--- src/rtl/lsg_pkg.sv ---
// lsg_pkg: shared types, constants and the micro-program of the gradient engine
`default_nettype none
package lsg_pkg;

  localparam int DATA_W    = 32;
  localparam int NUM_FIELDS = 8;
  localparam int STORE_W   = DATA_W * NUM_FIELDS;
  localparam int NUM_VARS  = 5;
  localparam int VAR_W     = 3;
  localparam logic [VAR_W-1:0] LAST_VAR = 3'(NUM_VARS - 1);

  // register file of the back end
  localparam int RF_DEPTH = 64;
  localparam int RF_AW    = 6;
  localparam int PC_W     = 7;
  localparam int CNT_W    = 7;

  // last exec cycle of each multi-cycle unit
  localparam logic [CNT_W-1:0] MUL_LAST  = 7'd6;
  localparam logic [CNT_W-1:0] DIV_LAST  = 7'd97;
  localparam logic [CNT_W-1:0] SQRT_LAST = 7'd49;

  // input transaction
  typedef struct packed {
    logic signed [DATA_W-1:0] disp_x;
    logic signed [DATA_W-1:0] disp_y;
    logic signed [DATA_W-1:0] disp_z;
    logic signed [DATA_W-1:0] diff_var0;
    logic signed [DATA_W-1:0] diff_var1;
    logic signed [DATA_W-1:0] diff_var2;
    logic signed [DATA_W-1:0] diff_var3;
    logic signed [DATA_W-1:0] diff_var4;
    logic                     last_neighbor;
  } in_item_t;

  // result transaction
  typedef struct packed {
    logic [VAR_W-1:0]         var_index;
    logic signed [DATA_W-1:0] grad_x;
    logic signed [DATA_W-1:0] grad_y;
    logic signed [DATA_W-1:0] grad_z;
    logic                     degenerate;
    logic                     last_result;
  } out_item_t;

  // queue entry between front and back
  typedef struct packed {
    in_item_t item;
    logic     ovf;
  } q_entry_t;

  // micro-operations
  typedef enum logic [2:0] {
    OP_MUL, OP_DIV, OP_SQRT, OP_ADD, OP_SUB, OP_ACC, OP_CHKPOS, OP_END
  } op_t;

  typedef struct packed {
    op_t              op;
    logic [RF_AW-1:0] dst;
    logic [RF_AW-1:0] a;
    logic [RF_AW-1:0] b;
  } uop_t;

  // register file map
  localparam logic [RF_AW-1:0] RM0 = 6'd0,  RM1 = 6'd1,  RM2 = 6'd2;
  localparam logic [RF_AW-1:0] RM3 = 6'd3,  RM4 = 6'd4,  RM5 = 6'd5;
  localparam logic [RF_AW-1:0] R11 = 6'd6,  R12 = 6'd7,  R13 = 6'd8;
  localparam logic [RF_AW-1:0] R22 = 6'd9,  R23 = 6'd10, R33 = 6'd11;
  localparam logic [RF_AW-1:0] T12 = 6'd12, T23 = 6'd13, PSI = 6'd14;
  localparam logic [RF_AW-1:0] RTA = 6'd15, RTB = 6'd16;
  localparam logic [RF_AW-1:0] RA1 = 6'd17, RA2 = 6'd18, RA3 = 6'd19;
  localparam logic [RF_AW-1:0] RWX = 6'd20, RWY = 6'd21;
  localparam int               G_BASE = 23;
  localparam logic [RF_AW-1:0] G0X = 6'd23, G0Y = 6'd24, G0Z = 6'd25;
  localparam logic [RF_AW-1:0] G1X = 6'd26, G1Y = 6'd27, G1Z = 6'd28;
  localparam logic [RF_AW-1:0] G2X = 6'd29, G2Y = 6'd30, G2Z = 6'd31;
  localparam logic [RF_AW-1:0] G3X = 6'd32, G3Y = 6'd33, G3Z = 6'd34;
  localparam logic [RF_AW-1:0] G4X = 6'd35, G4Y = 6'd36, G4Z = 6'd37;
  // operand codes that select a field of the current neighbor
  localparam logic [RF_AW-1:0] SDX = 6'd48, SDY = 6'd49, SDZ = 6'd50;
  localparam logic [RF_AW-1:0] SD0 = 6'd51, SD1 = 6'd52, SD2 = 6'd53;
  localparam logic [RF_AW-1:0] SD3 = 6'd54, SD4 = 6'd55;
  localparam logic [RF_AW-1:0] RNONE = 6'd0;

  localparam logic [PC_W-1:0] PC_ITEM  = 7'd0;
  localparam logic [PC_W-1:0] PC_FACT  = 7'd13;
  localparam logic [PC_W-1:0] PC_NEIGH = 7'd38;
  localparam int              PROG_LEN = 87;

  localparam uop_t PROG [PROG_LEN] = '{
    // per stored neighbor: accumulate second moments
    '{OP_MUL, RTA, SDX, SDX}, '{OP_ACC, RM0, RM0, RTA},
    '{OP_MUL, RTA, SDX, SDY}, '{OP_ACC, RM1, RM1, RTA},
    '{OP_MUL, RTA, SDX, SDZ}, '{OP_ACC, RM2, RM2, RTA},
    '{OP_MUL, RTA, SDY, SDY}, '{OP_ACC, RM3, RM3, RTA},
    '{OP_MUL, RTA, SDY, SDZ}, '{OP_ACC, RM4, RM4, RTA},
    '{OP_MUL, RTA, SDZ, SDZ}, '{OP_ACC, RM5, RM5, RTA},
    '{OP_END, RNONE, RNONE, RNONE},
    // per cell: qr factors
    '{OP_CHKPOS, RNONE, RM0, RNONE},
    '{OP_SQRT, R11, RM0, RNONE},
    '{OP_DIV, R12, RM1, R11},
    '{OP_DIV, R13, RM2, R11},
    '{OP_MUL, RTA, R12, R12},
    '{OP_SUB, RTA, RM3, RTA},
    '{OP_CHKPOS, RNONE, RTA, RNONE},
    '{OP_SQRT, R22, RTA, RNONE},
    '{OP_MUL, RTA, R12, R13},
    '{OP_SUB, RTA, RM4, RTA},
    '{OP_DIV, R23, RTA, R22},
    '{OP_MUL, RTA, R13, R13},
    '{OP_SUB, RTA, RM5, RTA},
    '{OP_MUL, RTB, R23, R23},
    '{OP_SUB, RTA, RTA, RTB},
    '{OP_CHKPOS, RNONE, RTA, RNONE},
    '{OP_SQRT, R33, RTA, RNONE},
    '{OP_DIV, T12, R12, R11},
    '{OP_DIV, T23, R23, R22},
    '{OP_MUL, RTA, R12, R23},
    '{OP_MUL, RTB, R13, R22},
    '{OP_SUB, RTA, RTA, RTB},
    '{OP_DIV, RTA, RTA, R11},
    '{OP_DIV, PSI, RTA, R22},
    '{OP_END, RNONE, RNONE, RNONE},
    // per neighbor: weights
    '{OP_DIV, RTA, SDX, R11}, '{OP_DIV, RA1, RTA, R11},
    '{OP_MUL, RTA, SDX, T12}, '{OP_SUB, RTA, SDY, RTA},
    '{OP_DIV, RTA, RTA, R22}, '{OP_DIV, RA2, RTA, R22},
    '{OP_MUL, RTA, SDY, T23}, '{OP_SUB, RTA, SDZ, RTA},
    '{OP_MUL, RTB, PSI, SDX}, '{OP_ADD, RTA, RTA, RTB},
    '{OP_DIV, RTA, RTA, R33}, '{OP_DIV, RA3, RTA, R33},
    '{OP_MUL, RTA, RA2, T12}, '{OP_SUB, RTA, RA1, RTA},
    '{OP_MUL, RTB, PSI, RA3}, '{OP_ADD, RWX, RTA, RTB},
    '{OP_MUL, RTA, RA3, T23}, '{OP_SUB, RWY, RA2, RTA},
    // per neighbor: weight times difference
    '{OP_MUL, RTA, RWX, SD0}, '{OP_ACC, G0X, G0X, RTA},
    '{OP_MUL, RTA, RWY, SD0}, '{OP_ACC, G0Y, G0Y, RTA},
    '{OP_MUL, RTA, RA3, SD0}, '{OP_ACC, G0Z, G0Z, RTA},
    '{OP_MUL, RTA, RWX, SD1}, '{OP_ACC, G1X, G1X, RTA},
    '{OP_MUL, RTA, RWY, SD1}, '{OP_ACC, G1Y, G1Y, RTA},
    '{OP_MUL, RTA, RA3, SD1}, '{OP_ACC, G1Z, G1Z, RTA},
    '{OP_MUL, RTA, RWX, SD2}, '{OP_ACC, G2X, G2X, RTA},
    '{OP_MUL, RTA, RWY, SD2}, '{OP_ACC, G2Y, G2Y, RTA},
    '{OP_MUL, RTA, RA3, SD2}, '{OP_ACC, G2Z, G2Z, RTA},
    '{OP_MUL, RTA, RWX, SD3}, '{OP_ACC, G3X, G3X, RTA},
    '{OP_MUL, RTA, RWY, SD3}, '{OP_ACC, G3Y, G3Y, RTA},
    '{OP_MUL, RTA, RA3, SD3}, '{OP_ACC, G3Z, G3Z, RTA},
    '{OP_MUL, RTA, RWX, SD4}, '{OP_ACC, G4X, G4X, RTA},
    '{OP_MUL, RTA, RWY, SD4}, '{OP_ACC, G4Y, G4Y, RTA},
    '{OP_MUL, RTA, RA3, SD4}, '{OP_ACC, G4Z, G4Z, RTA},
    '{OP_END, RNONE, RNONE, RNONE}
  };

  // neighbor fields as stored, disp_x in the top word
  function automatic logic [STORE_W-1:0] item_word(in_item_t it);
    return {it.disp_x, it.disp_y, it.disp_z, it.diff_var0, it.diff_var1,
            it.diff_var2, it.diff_var3, it.diff_var4};
  endfunction

endpackage
`default_nettype wire

--- src/rtl/lsg_front.sv ---
// lsg_front: accepts neighbor transactions and flags those beyond the neighbor limit
`default_nettype none
module lsg_front #(
  parameter int MAX_NEIGHBORS = 8
) (
  input  wire logic              clk,
  input  wire logic              rst_n,
  input  wire logic              start,
  input  wire logic              busy,
  input  wire lsg_pkg::in_item_t in_data,
  output logic                   push,
  output lsg_pkg::q_entry_t      entry
);
  import lsg_pkg::*;

  localparam int CW = $clog2(MAX_NEIGHBORS + 1);

  logic [CW-1:0] fcount_r;
  logic          ovf;

  assign push        = start && !busy;
  assign ovf         = (fcount_r == CW'(MAX_NEIGHBORS));
  assign entry.item  = in_data;
  assign entry.ovf   = ovf;

  // neighbors seen in the current cell
  always_ff @(posedge clk) begin
    if (!rst_n) begin
      fcount_r <= '0;
    end else if (push) begin
      if (in_data.last_neighbor) begin
        fcount_r <= '0;
      end else if (!ovf) begin
        fcount_r <= fcount_r + 1'b1;
      end
    end
  end
endmodule
`default_nettype wire

--- config.mk ---
export PLATFORM = sky130hd
export DESIGN_NAME = lsg_front
export DESIGN_NICKNAME = d
export VERILOG_FILES = /design/src/rtl/lsg_pkg.sv /design/src/rtl/lsg_front.sv
export SDC_FILE = /design/constraint.sdc
export NUM_CORES = 1
export LEC_CHECK = 0
export ABC_AREA = 1
export ABC_CLOCK_PERIOD_IN_PS = 1100
export BUFFER_PORTS_ARGS = -buffer_cell sky130_fd_sc_hd__buf_2
export CORE_AREA = 3 3 202 204
export CTS_BUF_LIST = sky130_fd_sc_hd__clkbuf_2
export CTS_CLUSTER_SIZE = 30
export DETAILED_ROUTE_END_ITERATION = 16
export DIE_AREA = 0 0 205 207
export SLEW_MARGIN = 10
export SYNTH_ARGS = -nofsm -noshare
export SYNTH_HDL_FRONTEND = slang
export SYNTH_SLANG_ARGS = --single-unit
--- constraint.sdc ---
create_clock -name clk -period 1.1 [get_ports clk]
set_input_delay 0.22 -clock clk [delete_from_list [all_inputs] [get_ports clk]]
set_output_delay 0.22 -clock clk [all_outputs]
set_load 0.05 [all_outputs]
# Word-level counts from Yosys, hierarchy flattened

Cells that the tools add are included.

Register bits: 4
Output and inout port bits: 259
Word-level logic and storage cells: 9
Input port bits: 261

Reduce and logical (&&, ||, !) cells: 3
Add/subtract/negate cells: 1
Mux-type cells: 2
Equality and inequality tests: 2

Operator list:

| operator                                     | count |
|---|---|
| two-way mux 4 bit                            | 2 |
| adder 4 x 1 -> 4 bit (second input constant) | 1 |
| equality test 4 bit (second input constant)  | 1 |
| != test 2 bit (second input constant)        | 1 |
| AND reduction 2 bit                          | 1 |
| logical AND 1 bit                            | 1 |
| zero test 1 bit                              | 1 |

# Logic depth before layout (Yosys ltp)

Depth after elaboration: 3
Depth in mapped cells: 9
Gate-level depth less buffers: 9

# Worst setup path after synthesis

Ideal clock, no wire load.

Kind: register to output
Start point: register fcount_r[0]
End point: output entry[0] in the netlist's numbering
Stages on the path, launching flop included: 6
Data required time: 0.880 ns
Data arrival time: 0.936 ns
Path buffers: 1
Setup slack: -0.056 ns
Cell sequence: dfxtp_1 inv_1 ha_1 nand2_1 nor2_4 buf_4

Cells in the longest elaborated chain, start to end: 1

RTL lines:

| item                     | RTL line        | source |
|---|---|---|
| start: declaration       | lsg_front.sv:18 | `logic [CW-1:0] fcount_r;` |
| start signal: assignment | lsg_front.sv:34 | `fcount_r <= fcount_r + 1'b1;` |
| equality test 4 bit      | lsg_front.sv:22 | `assign ovf = (fcount_r == CW'(MAX_NEIGHBORS));` |
| end: declaration         | lsg_front.sv:12 | `output lsg_pkg::q_entry_t entry` |

No other way between the ends.

==> impl_metrics.tcl <==
set metrics [dict create \
    powerDensity_mw_per_mm2 371.1 \
    grt_max_degree 8 \
    netlist_area_mm2 0.002223 \
    netlist.area_leader.share_pct 87.11 \
    clkTransAtPathRegs_ns 0.04 \
    synth.avg_cell_area_um2 7.436 \
    peakVddDrop_uv 115.2 \
    routed_wl_um 8397 \
    io_buffers 7 \
    grt_first_pass_wirelength_um 9763 \
    critical_path.top_delay_family "flip-flops" \
    ys_ff_latch 4 \
    layout_min_cycle_time_ns 1.257 \
    final_cells 584 \
    drc 0 \
    top_register "fcount_r" \
    r2r_slack_ns -0.11 \
    wl_per_cell_um 14.38 \
    overflow 0 \
    period_share_pct 114.2 \
    multi_input_area_um2 229.0 \
    dr.pass1.iters 4 \
    die_w_um 205 \
    max_freq_mhz 795.8 \
    start_util_pct 5.635 \
    crit_chain "inv_2 > ha_4 > nand2_4 > nor2_4 > buf_8" \
    fin_setup_tns_ns -0.4817 \
    drive_gt1_share_pct 57.63 \
    cp-start-kind "flop" \
    synthCells 299 \
    worst_pin_slew_ns 0.2515 \
    r2r_start "fcount_r[1]" \
    rsz0062_at_grt "yes" \
    grt_pass1_vias 889 \
    critical_path.slowest_cell "dfxtp_2" \
    regArea_um2 82.58 \
    cts_buffers 3 \
    worstPathArrival_ns 1.04 \
    synth.area.top_cells "buf_4 (87%), dfxtp_1 (3.6%), nand2_1 (1.7%)" \
    final_cell_mix "nand2_1 (8), buf_4 (8), buf_2 (6)" \
    drt-initial-drc-count 22 \
    worstHoldStart "rst_n" \
    coreArea_mm2 0.03946 \
    synthDistinctLibCells 16 \
    nets 324 \
    holdBufCountCts 0 \
    reg_top3 "fcount_r x4" \
    largest_reg_flops 4 \
    yosysTopAreaCell "buf_4" \
    cap_violations 0 \
    place_inst 576 \
    cts_tree "built" \
    antenna_found_initial 0 \
    skew_ns 0.0005468 \
    crit_type "flop to output pin" \
    worstSetupStartpoint "fcount_r[1]" \
    cts_buffer_depth 2 \
    cp.required_ns 0.88 \
    utilization_pct 2.825 \
    dieArea_mm2 0.04244 \
    failed_checks "negative setup slack" \
    grt_usage_pct 3.577 \
    cts_root_buf "clkbuf_2" \
    synth_fp_nets 562 \
    dr_total_vias 765 \
    place.gp.congestion 0.5715 \
    critPathMaxStageDelay_ns 0.32 \
    worst_slack_ns -0.1566 \
    h-tree-depth 1 \
    vias_per_cell 1.310 \
    yosys_warnings 0 \
    clkSinkCount 4 \
    dieHeight_um 207 \
    outcome "complete, but fails checks" \
    cp_num_buf_inv 2 \
    syn2layout_area_growth_pct -49.86 \
    ant_nets 0 \
    yosysSeqAreaShare_pct 3.602 \
    p_leak_uw 0.0002226 \
    relSlewSlack_pct 83.35 \
    hold_viol 0 \
    antennaDiodeCount 0 \
    io_pins 520 \
    min_path_type "input port to flop" \
    final-setup-viol-count 5 \
    drv_slew 0 \
    cp-end-kind "output pin" \
    insertion_delay_ns 0.21 \
    hpwl_um 7262 \
    crit_path_max_fanout 2 \
    fill_cells 4748 \
    rows 73 \
]
## worst paths after layout
| kind | to | depth (start not counted) |
|---|---|---|
| max | entry[0] | 5 |
| min | fcount_r[0] | 3 |
| max reg2reg | fcount_r[1] | 10 |
| min reg2reg | fcount_r[2] | 2 |
## cell usage after synthesis
cell type  count
a21oi_2        1
nand2_2        1
buf_4        258
inv_1          6
nand3_1        4
nand4_1        1
a21oi_1        2
o21ai_1        1
nor2_4         1
ha_1           2
nor2_8         1
nand2_4        1
inv_2          1
nand2_1       10
dfxtp_1        4
nor2_1         5
## kinds of logic after synthesis
logic type	after synthesis	synth area share, %
adders and majority gates	2	1.125
AOI/OAI and AO/OA	4	1.069
DFF	4	3.602
and+or+nand+nor	24	5.909
buffers and inverters	265	88.29
## final cells by class
| class | instances | area share [%] |
|---|---|---|
| clock buffers | 3 | 1.347 |
| inverters | 7 | 2.357 |
| repair buffers | 15 | 9.428 |
| multi-input cells | 30 | 20.54 |
| flip-flops and latches | 4 | 7.407 |
| well taps | 525 | 58.92 |
## per-stage QoR
step	instance area [um2]	hold WS, ns	power (uW)	setup WS (ns)
2_1_floorplan	2233	0.3407	2722	-0.001214
3_3_place_gp	1007	0.4403	244.4	-0.08421
3_5_place_dp	1007	0.4403	245.2	-0.09935
4_1_cts	1099	0.2599	416.4	-0.1782
5_1_grt	1115	0.2758	446.2	-0.2144
6_report	1115	0.2751	413.7	-0.1566
## worst register-to-register path: stages, from the launching register on
cell and delay (ns):
dfxtp_2 0.32, inv_2 0.07, ha_4 0.14, nand2_4 0.04
nor2_4 0.10, buf_4 0.15, nand2_8 0.06, nand2_4 0.09
nand2_2 0.05, nand2_1 0.05, nor2_1 0.04
## metal layers
metal | part of all wire, % | up-vias | global-route usage (%)
met2 | 36 | 229 | 4.150
met3 | 35 | 138 | 5.783
li1 | - | 165 | -
met5 | 0 | - | 0
met4 | 17 | 0 | 5.656
met1 | 12 | 233 | 1.226
## what timing repair did
action	in CTS	in global routing
resized for setup	9	5
hold endpoints to repair	0	0
pin swaps	5	5
buffers inserted	6	1
setup endpoints to repair	3	5
## where the power goes
group / switching [uW] / leakage (uW) / total, uW / internal, uW
clock: 63.9 / 0.0000125 / 137 / 73.3
combinational: 69.0 / 0.000177 / 121 / 52.3
sequential: 3.51 / 0.0000333 / 155 / 152
No activity file was read; power rests on OpenSTA's default activity.
