==> config.mk <==
export PLATFORM = sky130hd
export DESIGN_NAME = lsg_queue
export DESIGN_NICKNAME = d
export VERILOG_FILES = /design/src/rtl/lsg_pkg.sv /design/src/rtl/lsg_queue.sv
export SDC_FILE = /design/constraint.sdc
export NUM_CORES = 1
export LEC_CHECK = 0
export CAP_MARGIN = 20
export CORE_MARGIN = 2
export CORE_UTILIZATION = 40
export DETAILED_ROUTE_END_ITERATION = 7
export DONT_BUFFER_PORTS = 1
export SYNTH_ARGS = -nofsm -noshare
export SYNTH_HDL_FRONTEND = slang
export SYNTH_SLANG_ARGS = --single-unit
==> constraint.sdc <==
create_clock -name clk -period 21.2 [get_ports clk]
set_input_delay 4.24 -clock clk [delete_from_list [all_inputs] [get_ports clk]]
set_output_delay 4.24 -clock clk [all_outputs]
set_load 0.03 [all_outputs]
==> src/rtl/lsg_pkg.sv <==
// lsg_pkg: shared types, constants and the micro-program of the gradient engine
`default_nettype none
package lsg_pkg;

  localparam int DATA_W    = 32;
  localparam int NUM_FIELDS = 8;
  localparam int STORE_W   = DATA_W * NUM_FIELDS;
  localparam int NUM_VARS  = 5;
  localparam int VAR_W     = 3;
  localparam logic [VAR_W-1:0] LAST_VAR = 3'(NUM_VARS - 1);

  // register file of the back end
  localparam int RF_DEPTH = 64;
  localparam int RF_AW    = 6;
  localparam int PC_W     = 7;
  localparam int CNT_W    = 7;

  // last exec cycle of each multi-cycle unit
  localparam logic [CNT_W-1:0] MUL_LAST  = 7'd6;
  localparam logic [CNT_W-1:0] DIV_LAST  = 7'd97;
  localparam logic [CNT_W-1:0] SQRT_LAST = 7'd49;

  // input transaction
  typedef struct packed {
    logic signed [DATA_W-1:0] disp_x;
    logic signed [DATA_W-1:0] disp_y;
    logic signed [DATA_W-1:0] disp_z;
    logic signed [DATA_W-1:0] diff_var0;
    logic signed [DATA_W-1:0] diff_var1;
    logic signed [DATA_W-1:0] diff_var2;
    logic signed [DATA_W-1:0] diff_var3;
    logic signed [DATA_W-1:0] diff_var4;
    logic                     last_neighbor;
  } in_item_t;

  // result transaction
  typedef struct packed {
    logic [VAR_W-1:0]         var_index;
    logic signed [DATA_W-1:0] grad_x;
    logic signed [DATA_W-1:0] grad_y;
    logic signed [DATA_W-1:0] grad_z;
    logic                     degenerate;
    logic                     last_result;
  } out_item_t;

  // queue entry between front and back
  typedef struct packed {
    in_item_t item;
    logic     ovf;
  } q_entry_t;

  // micro-operations
  typedef enum logic [2:0] {
    OP_MUL, OP_DIV, OP_SQRT, OP_ADD, OP_SUB, OP_ACC, OP_CHKPOS, OP_END
  } op_t;

  typedef struct packed {
    op_t              op;
    logic [RF_AW-1:0] dst;
    logic [RF_AW-1:0] a;
    logic [RF_AW-1:0] b;
  } uop_t;

  // register file map
  localparam logic [RF_AW-1:0] RM0 = 6'd0,  RM1 = 6'd1,  RM2 = 6'd2;
  localparam logic [RF_AW-1:0] RM3 = 6'd3,  RM4 = 6'd4,  RM5 = 6'd5;
  localparam logic [RF_AW-1:0] R11 = 6'd6,  R12 = 6'd7,  R13 = 6'd8;
  localparam logic [RF_AW-1:0] R22 = 6'd9,  R23 = 6'd10, R33 = 6'd11;
  localparam logic [RF_AW-1:0] T12 = 6'd12, T23 = 6'd13, PSI = 6'd14;
  localparam logic [RF_AW-1:0] RTA = 6'd15, RTB = 6'd16;
  localparam logic [RF_AW-1:0] RA1 = 6'd17, RA2 = 6'd18, RA3 = 6'd19;
  localparam logic [RF_AW-1:0] RWX = 6'd20, RWY = 6'd21;
  localparam int               G_BASE = 23;
  localparam logic [RF_AW-1:0] G0X = 6'd23, G0Y = 6'd24, G0Z = 6'd25;
  localparam logic [RF_AW-1:0] G1X = 6'd26, G1Y = 6'd27, G1Z = 6'd28;
  localparam logic [RF_AW-1:0] G2X = 6'd29, G2Y = 6'd30, G2Z = 6'd31;
  localparam logic [RF_AW-1:0] G3X = 6'd32, G3Y = 6'd33, G3Z = 6'd34;
  localparam logic [RF_AW-1:0] G4X = 6'd35, G4Y = 6'd36, G4Z = 6'd37;
  // operand codes that select a field of the current neighbor
  localparam logic [RF_AW-1:0] SDX = 6'd48, SDY = 6'd49, SDZ = 6'd50;
  localparam logic [RF_AW-1:0] SD0 = 6'd51, SD1 = 6'd52, SD2 = 6'd53;
  localparam logic [RF_AW-1:0] SD3 = 6'd54, SD4 = 6'd55;
  localparam logic [RF_AW-1:0] RNONE = 6'd0;

  localparam logic [PC_W-1:0] PC_ITEM  = 7'd0;
  localparam logic [PC_W-1:0] PC_FACT  = 7'd13;
  localparam logic [PC_W-1:0] PC_NEIGH = 7'd38;
  localparam int              PROG_LEN = 87;

  localparam uop_t PROG [PROG_LEN] = '{
    // per stored neighbor: accumulate second moments
    '{OP_MUL, RTA, SDX, SDX}, '{OP_ACC, RM0, RM0, RTA},
    '{OP_MUL, RTA, SDX, SDY}, '{OP_ACC, RM1, RM1, RTA},
    '{OP_MUL, RTA, SDX, SDZ}, '{OP_ACC, RM2, RM2, RTA},
    '{OP_MUL, RTA, SDY, SDY}, '{OP_ACC, RM3, RM3, RTA},
    '{OP_MUL, RTA, SDY, SDZ}, '{OP_ACC, RM4, RM4, RTA},
    '{OP_MUL, RTA, SDZ, SDZ}, '{OP_ACC, RM5, RM5, RTA},
    '{OP_END, RNONE, RNONE, RNONE},
    // per cell: qr factors
    '{OP_CHKPOS, RNONE, RM0, RNONE},
    '{OP_SQRT, R11, RM0, RNONE},
    '{OP_DIV, R12, RM1, R11},
    '{OP_DIV, R13, RM2, R11},
    '{OP_MUL, RTA, R12, R12},
    '{OP_SUB, RTA, RM3, RTA},
    '{OP_CHKPOS, RNONE, RTA, RNONE},
    '{OP_SQRT, R22, RTA, RNONE},
    '{OP_MUL, RTA, R12, R13},
    '{OP_SUB, RTA, RM4, RTA},
    '{OP_DIV, R23, RTA, R22},
    '{OP_MUL, RTA, R13, R13},
    '{OP_SUB, RTA, RM5, RTA},
    '{OP_MUL, RTB, R23, R23},
    '{OP_SUB, RTA, RTA, RTB},
    '{OP_CHKPOS, RNONE, RTA, RNONE},
    '{OP_SQRT, R33, RTA, RNONE},
    '{OP_DIV, T12, R12, R11},
    '{OP_DIV, T23, R23, R22},
    '{OP_MUL, RTA, R12, R23},
    '{OP_MUL, RTB, R13, R22},
    '{OP_SUB, RTA, RTA, RTB},
    '{OP_DIV, RTA, RTA, R11},
    '{OP_DIV, PSI, RTA, R22},
    '{OP_END, RNONE, RNONE, RNONE},
    // per neighbor: weights
    '{OP_DIV, RTA, SDX, R11}, '{OP_DIV, RA1, RTA, R11},
    '{OP_MUL, RTA, SDX, T12}, '{OP_SUB, RTA, SDY, RTA},
    '{OP_DIV, RTA, RTA, R22}, '{OP_DIV, RA2, RTA, R22},
    '{OP_MUL, RTA, SDY, T23}, '{OP_SUB, RTA, SDZ, RTA},
    '{OP_MUL, RTB, PSI, SDX}, '{OP_ADD, RTA, RTA, RTB},
    '{OP_DIV, RTA, RTA, R33}, '{OP_DIV, RA3, RTA, R33},
    '{OP_MUL, RTA, RA2, T12}, '{OP_SUB, RTA, RA1, RTA},
    '{OP_MUL, RTB, PSI, RA3}, '{OP_ADD, RWX, RTA, RTB},
    '{OP_MUL, RTA, RA3, T23}, '{OP_SUB, RWY, RA2, RTA},
    // per neighbor: weight times difference
    '{OP_MUL, RTA, RWX, SD0}, '{OP_ACC, G0X, G0X, RTA},
    '{OP_MUL, RTA, RWY, SD0}, '{OP_ACC, G0Y, G0Y, RTA},
    '{OP_MUL, RTA, RA3, SD0}, '{OP_ACC, G0Z, G0Z, RTA},
    '{OP_MUL, RTA, RWX, SD1}, '{OP_ACC, G1X, G1X, RTA},
    '{OP_MUL, RTA, RWY, SD1}, '{OP_ACC, G1Y, G1Y, RTA},
    '{OP_MUL, RTA, RA3, SD1}, '{OP_ACC, G1Z, G1Z, RTA},
    '{OP_MUL, RTA, RWX, SD2}, '{OP_ACC, G2X, G2X, RTA},
    '{OP_MUL, RTA, RWY, SD2}, '{OP_ACC, G2Y, G2Y, RTA},
    '{OP_MUL, RTA, RA3, SD2}, '{OP_ACC, G2Z, G2Z, RTA},
    '{OP_MUL, RTA, RWX, SD3}, '{OP_ACC, G3X, G3X, RTA},
    '{OP_MUL, RTA, RWY, SD3}, '{OP_ACC, G3Y, G3Y, RTA},
    '{OP_MUL, RTA, RA3, SD3}, '{OP_ACC, G3Z, G3Z, RTA},
    '{OP_MUL, RTA, RWX, SD4}, '{OP_ACC, G4X, G4X, RTA},
    '{OP_MUL, RTA, RWY, SD4}, '{OP_ACC, G4Y, G4Y, RTA},
    '{OP_MUL, RTA, RA3, SD4}, '{OP_ACC, G4Z, G4Z, RTA},
    '{OP_END, RNONE, RNONE, RNONE}
  };

  // neighbor fields as stored, disp_x in the top word
  function automatic logic [STORE_W-1:0] item_word(in_item_t it);
    return {it.disp_x, it.disp_y, it.disp_z, it.diff_var0, it.diff_var1,
            it.diff_var2, it.diff_var3, it.diff_var4};
  endfunction

endpackage
`default_nettype wire

==> src/rtl/lsg_queue.sv <==
// lsg_queue: two-entry fifo between front and back
`default_nettype none
module lsg_queue (
  input  wire logic              clk,
  input  wire logic              rst_n,
  input  wire logic              push,
  input  wire lsg_pkg::q_entry_t push_entry,
  input  wire logic              pop,
  output logic                   full,
  output logic                   not_empty,
  output lsg_pkg::q_entry_t      head
);
  import lsg_pkg::*;

  localparam int DEPTH = 2;
  localparam int AW    = 1;

  q_entry_t      ent_r [DEPTH];
  logic [AW-1:0] wptr_r;
  logic [AW-1:0] rptr_r;
  logic [AW:0]   fill_r;

  assign full      = (fill_r == (AW+1)'(DEPTH));
  assign not_empty = (fill_r != '0);
  assign head      = ent_r[rptr_r];

  // pointers and fill level
  always_ff @(posedge clk) begin
    if (!rst_n) begin
      wptr_r <= '0;
      rptr_r <= '0;
      fill_r <= '0;
    end else begin
      if (push) begin
        wptr_r <= wptr_r + 1'b1;
      end
      if (pop) begin
        rptr_r <= rptr_r + 1'b1;
      end
      if (push && !pop) begin
        fill_r <= fill_r + 1'b1;
      end else if (pop && !push) begin
        fill_r <= fill_r - 1'b1;
      end
    end
  end

  // entry storage
  always_ff @(posedge clk) begin
    if (push) begin
      ent_r[wptr_r] <= push_entry;
    end
  end
endmodule
`default_nettype wire

Word-level counts from Yosys, hierarchy flattened
Memory sizes are Yosys's and may differ from the RTL's. A register that Yosys moved wholly into a read port is not among the register bits.
Cells that the tools add are included.
{"block": "op_classes", "n_addsub": 4, "eq_ne": 1, "n_mux": 6, "reduce_logical": 6}
{"cell": "1-bit two-way mux", "count": 4}
{"cell": "2-bit two-way mux", "count": 2}
{"cell": "2-bit nonzero test", "count": 2}
{"cell": "1-bit adder, second input constant", "count": 2}
{"cell": "2-bit by 1-bit adder with 2-bit output, second input constant", "count": 1}
{"cell": "2-bit == test, second input constant", "count": 1}
{"cell": "1-bit logical AND", "count": 2}
{"cell": "1-bit logical NOT", "count": 2}
{"cell": "2-bit by 1-bit subtractor with 2-bit output, second input constant", "count": 1}
{"block": "totals", "ff_bits": 4, "ram_bits": 516, "inputBits": 262, "out_inout_bits": 260, "elab_cells": 21, "mem_count": 1}
{"name": "ent_r", "words": 2, "word_bits": 258, "read_ports": 1, "rd_ports_with_merged_regs": 1, "wr": 1, "line_no": "lsg_queue.sv:18", "text": "q_entry_t ent_r [DEPTH];"}

Depth between registers and ports, before layout
Gate-level depths: netlist of the first run.
{"block": "logic_depth", "depth_word": 4, "mapped_depth": 5, "mapped_depth_nobuf": 5}

Worst setup path after synthesis of the first run
Ideal clock, no wire load.
{"block": "synth_path", "kind": "input to register", "from": "in push", "to": "reg wptr_r", "setup_time_ns": 0.111, "arrival_ns": 16.223, "t_required_ns": 21.089, "slack_ns": 4.866, "path_stages": 2, "path_buffers": 0, "path_cell_list": "nor2b_1 o21a_1"}
{"item": "start, declared", "line_no": "lsg_queue.sv:6", "text": "input wire logic push,"}
{"item": "end signal, assigned", "line_no": "lsg_queue.sv:35", "text": "wptr_r <= wptr_r + 1'b1;"}
{"item": "end, declared", "line_no": "lsg_queue.sv:19", "text": "logic [AW-1:0] wptr_r;"}

==> flow_summary.json, run 1 <==
{
  "grtUsageTotal_pct": 14.6,
  "rows": 81,
  "dp_hpwl_mm": 26.6,
  "skew_ns": 0.0131,
  "diodes": 0,
  "synth_nets": 1088,
  "slew_headroom_pct": 29.4,
  "die_w_um": 226,
  "setup_tns_ns": 0,
  "status": "complete, no violations",
  "grt_pass1_vias": 8000,
  "gr-total-overflow": 0,
  "slowest_delay_ns": 0.74,
  "worstMarginPinSlew_ns": 1.06,
  "cp_cell_sequence": "buf_4 -> buf_4 -> buf_16 -> mux2_4",
  "antenna_found_initial": 1,
  "path_max_fanout": 54,
  "fin_nets": 1126,
  "critPathCaptureType": "output pin",
  "ios": 522,
  "drtIter0Drc": 483,
  "async_flop_share_pct": 0,
  "fin_crit_ns": 7.81,
  "num_vias": 7624,
  "required_ns": 16.96,
  "via_per_inst": 4.86,
  "synth_edf_count": 516,
  "grt_start_max_net_pins": 75,
  "clock_tree.buffer_depth": 3,
  "cts_setup_buffers": 0,
  "cts_tree": "yes",
  "hold_viol": 0,
  "synth_cell_types": 18,
  "drcViolationCount": 0,
  "drt_first_pass_iters": 4,
  "slew_viol_final": 0,
  "yosys_register_bits": 521,
  "syn2layout_area_growth_pct": 12.2,
  "finalCritPeriodShare_pct": 36.8,
  "clk_latency_ns": 0.58,
  "dieArea_um2": 51000,
  "clock.fmax_ghz": 0.128,
  "crit_path_start_kind": "flip-flop",
  "setup_viol": 0,
  "drive_gt1_share_pct": 38.8,
  "leakage_nw": 7.60,
  "detail_route.wl_per_cell_um": 25.0,
  "syn_area_per_cell_um2": 23.9,
  "clkTransAtPathRegs_ns": 0.06,
  "crit_top_cell": "buf_4",
  "cts_resized": 0,
  "holdBufCountCts": 0,
  "clock-sinks": 521,
  "grt_pass1_wl_mm": 53.8,
  "max_cap_violations": 0,
  "hp-class": "reg2reg",
  "ys_warn_count": 0,
  "nFillCells": 4013,
  "setup.worst_path.class": "reg2out",
  "worstPathArrival_ns": 3.57,
  "die_h_um": 226,
  "postRouteAntennaNets": 0,
  "htree_levels": 2,
  "seq_area_frac_synth_pct": 79.2,
  "cts_buffers": 53,
  "total_power_w": 0.00241,
  "cp_slowest_cell": "buf_4",
  "globalplace.congestion": 0.784,
  "portBuffers": 0,
  "wl_mm": 39.3,
  "synth_area_um2": 19700,
  "ys.flop_type": "edfxtp_1",
  "rrSetupSlack_ns": 17.98,
  "clock-root-buffer": "clkbuf_16",
  "rsz0062_at_grt": "no",
  "synthCells": 825,
  "start_util_pct": 40.4,
  "ir_drop_mv": 0.0783,
  "power_density_nw_per_um2": 109,
  "fp.coreArea_um2": 48700
}
[sequential cells by signal, summed over array words and instances (netlist names), named ones only]
name	flops
wptr_r	1
ent_r	516
fill_r	2
rptr_r	1
[metal layers]
layer / vias to the layer above / part of all wire [%] / global-route usage [%]
li1: 3366 / - / -
met3: 70 / 13 / 8.39
met2: 343 / 50 / 24.8
met4: 2 / 3.0 / 5.83
met1: 3843 / 33 / 14.7
met5: - / 0.041 / 0
[area by class of cell]
| cell class | instances | area, um^2 | area share [%] |
|---|---|---|---|
| repair buffers | 12 | 110 | 0.499 |
| multi-input cells | 274 | 3780 | 17.1 |
| flip-flops and latches | 521 | 15600 | 70.6 |
| inverters | 1 | 3.75 | 0.0170 |
| well taps | 664 | 831 | 3.76 |
| clock buffers | 63 | 1410 | 6.37 |
| clock inverters | 33 | 347 | 1.57 |
[metrics by stage]
stage	hold slack, ns	utilization [%]	cell area, um^2	setup WS (ns)	instances
6_report	0.517	45.3	22100	13.39	1568
5_1_grt	0.600	45.3	22100	13.13	1568
4_1_cts	0.522	45.3	22100	13.26	1568
3_5_place_dp	0.511	41.7	20300	13.91	1472
3_3_place_gp	0.492	41.6	20300	13.83	1471
2_1_floorplan	0.468	-	19700	4.87	825
[worst paths after layout]
| check | to | from | cells past startpoint |
|---|---|---|---|
| setup / recovery | head[104] | flip-flop | 4 |
| hold / removal | fill_r[1] | fill_r[1] | 2 |
| setup reg to reg | ent_r[1][141] | wptr_r | 3 |
| hold reg to reg | fill_r[1] | fill_r[1] | 2 |
[placed cells by master, fill, tap and decap left out, drive strengths merged, types with 2 or more instances in the layout]
cell | Yosys | routed
clkinv | 0 | 23
edfxtp | 516 | 516
buf | 29 | 12
bufinv | 0 | 7
inv | 1 | 3
nor2b | 3 | 3
clkbuf | 0 | 63
dfxtp | 5 | 5
mux2 | 258 | 258
and2 | 4 | 4
xor2 | 2 | 2
[cell usage after synthesis (2+ instances only)]
library cell	n	area, um^2
buf_8	2	30.0
and2_1	4	25.0
xor2_1	2	17.5
mux2_2	57	642
buf_2	3	15.0
nor2b_1	3	18.8
buf_6	24	270
edfxtp_1	516	15500
dfxtp_1	5	100
mux2_4	201	3020
[kinds of logic after synthesis]
kind of cell             share of synthesized area (%)
flip-flops                                        79.2
multiplexers                                      18.6
buffers and inverters                             1.62
AND/OR/NAND/NOR                                  0.286
AO/OA/AOI/OAI                                    0.102
XOR/XNOR                                         0.133
adder cells (fa/ha/maj)                         0.0635
[worst max-delay path, delay by kind of cell (launching register included)]
kind	cells	cell delay (ns)
mux	1	0.39
buf+inv	3	1.77
flops	1	0.71
[report_power, final]
group	switching, W	internal, W	total, W
Clock	0.000377	0.000557	0.000934
Sequential	0.0000154	0.00119	0.00121
Combinational	0.000184	0.0000861	0.000270
Power figures use the tool's default switching activity.
==> run 2: changes to the inputs <==
==> constraint.sdc (replaced) <==
create_clock -name clk -period 6.7 [get_ports clk]
set_input_delay 1.34 -clock clk [delete_from_list [all_inputs] [get_ports clk]]
set_output_delay 1.34 -clock clk [all_outputs]
set_load 0.03 [all_outputs]
==> run 2 against run 1 <==
  * Register-to-register slack got worse by 14 ns
  * Design area fell by 0.23%
  * Sequential power rose to 3.2 times the previous value
  * Routed wire length fell by 0.87%
  * Global-route usage fell by 0.23 points
  * Sequential share of layout area rose by 0.16 points
  * Setup slack got worse by 11 ns
  * Worst hold slack improved by 0.0098 ns
  * Critical path type unchanged
==> flow_summary.json, run 2 (synthesis results as in run 1) <==
{
  "power_density_nw_per_um2": 340,
  "detail_route.wl_per_cell_um": 24.8,
  "setup_tns_ns": 0,
  "rows": 81,
  "slew_headroom_pct": 39.8,
  "die_w_um": 226,
  "drt_first_pass_iters": 4,
  "clock_tree.buffer_depth": 3,
  "fin_crit_ns": 3.82,
  "status": "complete, no violations",
  "mostFrequentLayoutCells": "edfxtp_1 (516), mux2_4 (201), mux2_2 (57), clkbuf_16 (57), clkbuf_1 (16)",
  "hold_viol": 0,
  "layout_commonest_cell": "edfxtp_1",
  "critPathCaptureType": "output pin",
  "slew_viol_final": 0,
  "drtIter0Drc": 492,
  "wl_mm": 38.9,
  "globalplace.congestion": 0.841,
  "grt_start_max_net_pins": 135,
  "cts_resized": 0,
  "fp.coreArea_um2": 48700,
  "fin_nets": 1124,
  "largestRegisters": "ent_r (516), fill_r (2)",
  "clkTransAtPathRegs_ns": 0.05,
  "clock-sinks": 521,
  "leakage_nw": 7.54,
  "clock-root-buffer": "clkbuf_16",
  "setup.worst_path.class": "reg2out",
  "worstMarginPinSlew_ns": 0.903,
  "post-place-cells": 1468,
  "skew_ns": 0.0132,
  "grtUsageTotal_pct": 14.4,
  "rsz0062_at_grt": "no",
  "finalCritPeriodShare_pct": 57.0,
  "hp-class": "reg2reg",
  "clk_latency_ns": 0.58,
  "clock.fmax_ghz": 0.262,
  "drive_gt1_share_pct": 38.3,
  "dp_hpwl_mm": 25.7,
  "drcViolationCount": 0,
  "path_max_fanout": 101,
  "ir_drop_mv": 0.242,
  "cp_slowest_cell": "dfxtp_4",
  "via_per_inst": 4.91,
  "setup_ws_ns": 2.88,
  "ios": 522,
  "antenna_found_initial": 2,
  "largest_register_ffs": 516,
  "holdBufCountCts": 0,
  "num_vias": 7698,
  "slowest_delay_ns": 0.62,
  "portBuffers": 0,
  "dp_slack_ns": 3.48,
  "final_util_pct": 45.2,
  "worstPathArrival_ns": 2.48,
  "die_h_um": 226,
  "dieArea_um2": 51000,
  "cp_cell_sequence": "buf_12 -> mux2_2",
  "max_cap_violations": 0,
  "setup_viol": 0,
  "crit_path_start_kind": "flip-flop",
  "cts_buffers": 55,
  "grt_pass1_wl_mm": 53.1,
  "cts_setup_buffers": 0,
  "htree_levels": 2,
  "required_ns": 5.36,
  "start_util_pct": 40.4,
  "grt_pass1_vias": 7907,
  "gr-total-overflow": 0,
  "diodes": 0,
  "postRouteAntennaNets": 0,
  "top_register": "ent_r",
  "hold_ws_ns": 0.527,
  "syn2layout_area_growth_pct": 11.9,
  "final_cells": 1568,
  "cts_tree": "yes"
}
==> run 2: through the flow <==
step	total power, W	instance area (um^2)
detailed placement	0.00476	20300
global route	0.00775	22000
finish	0.00750	22000
global placement	0.00475	20300
floorplan	0.00467	19700
CTS	0.00760	22000
==> run 2: worst paths after layout <==
check             from       endpoint  slack, ns  depth (start not counted)
max          flip-flop      head[249]       2.88                          2
min          fill_r[1]      fill_r[1]       0.53                          2
max reg2reg     wptr_r  ent_r[1][247]       4.43                          2
min reg2reg  fill_r[1]      fill_r[1]       0.53                          2
==> run 2: area by class of cell <==
cell class	count	area, um^2
Clock inverter	27	203
Multi-Input combinational cell	274	3780
Clock buffer	73	1490
Tap cell	664	831
Timing Repair Buffer	8	123
Sequential cell	521	15600
Fill cell	4036	26700
Inverter	1	3.75
==> run 2: power by group <==
group / total, W / switching, W / internal (W)
logic: 0.000853 / 0.000579 / 0.000274
registers: 0.00382 / 0.0000473 / 0.00378
clock network: 0.00282 / 0.00119 / 0.00163
==> run 2: critical path, delay by kind of cell, from the launching register on <==
| kind | cells | cell delay (ns) |
|---|---|---|
| flops | 1 | 0.62 |
| mux | 1 | 0.51 |
| buf+inv | 1 | 0.48 |
==> run 2: routing by layer <==
metal	GRT usage (%)	routed length [um]
met5	0	27
met4	5.15	1020
met3	7.81	4980
met2	24.1	19400
met1	15.3	13500
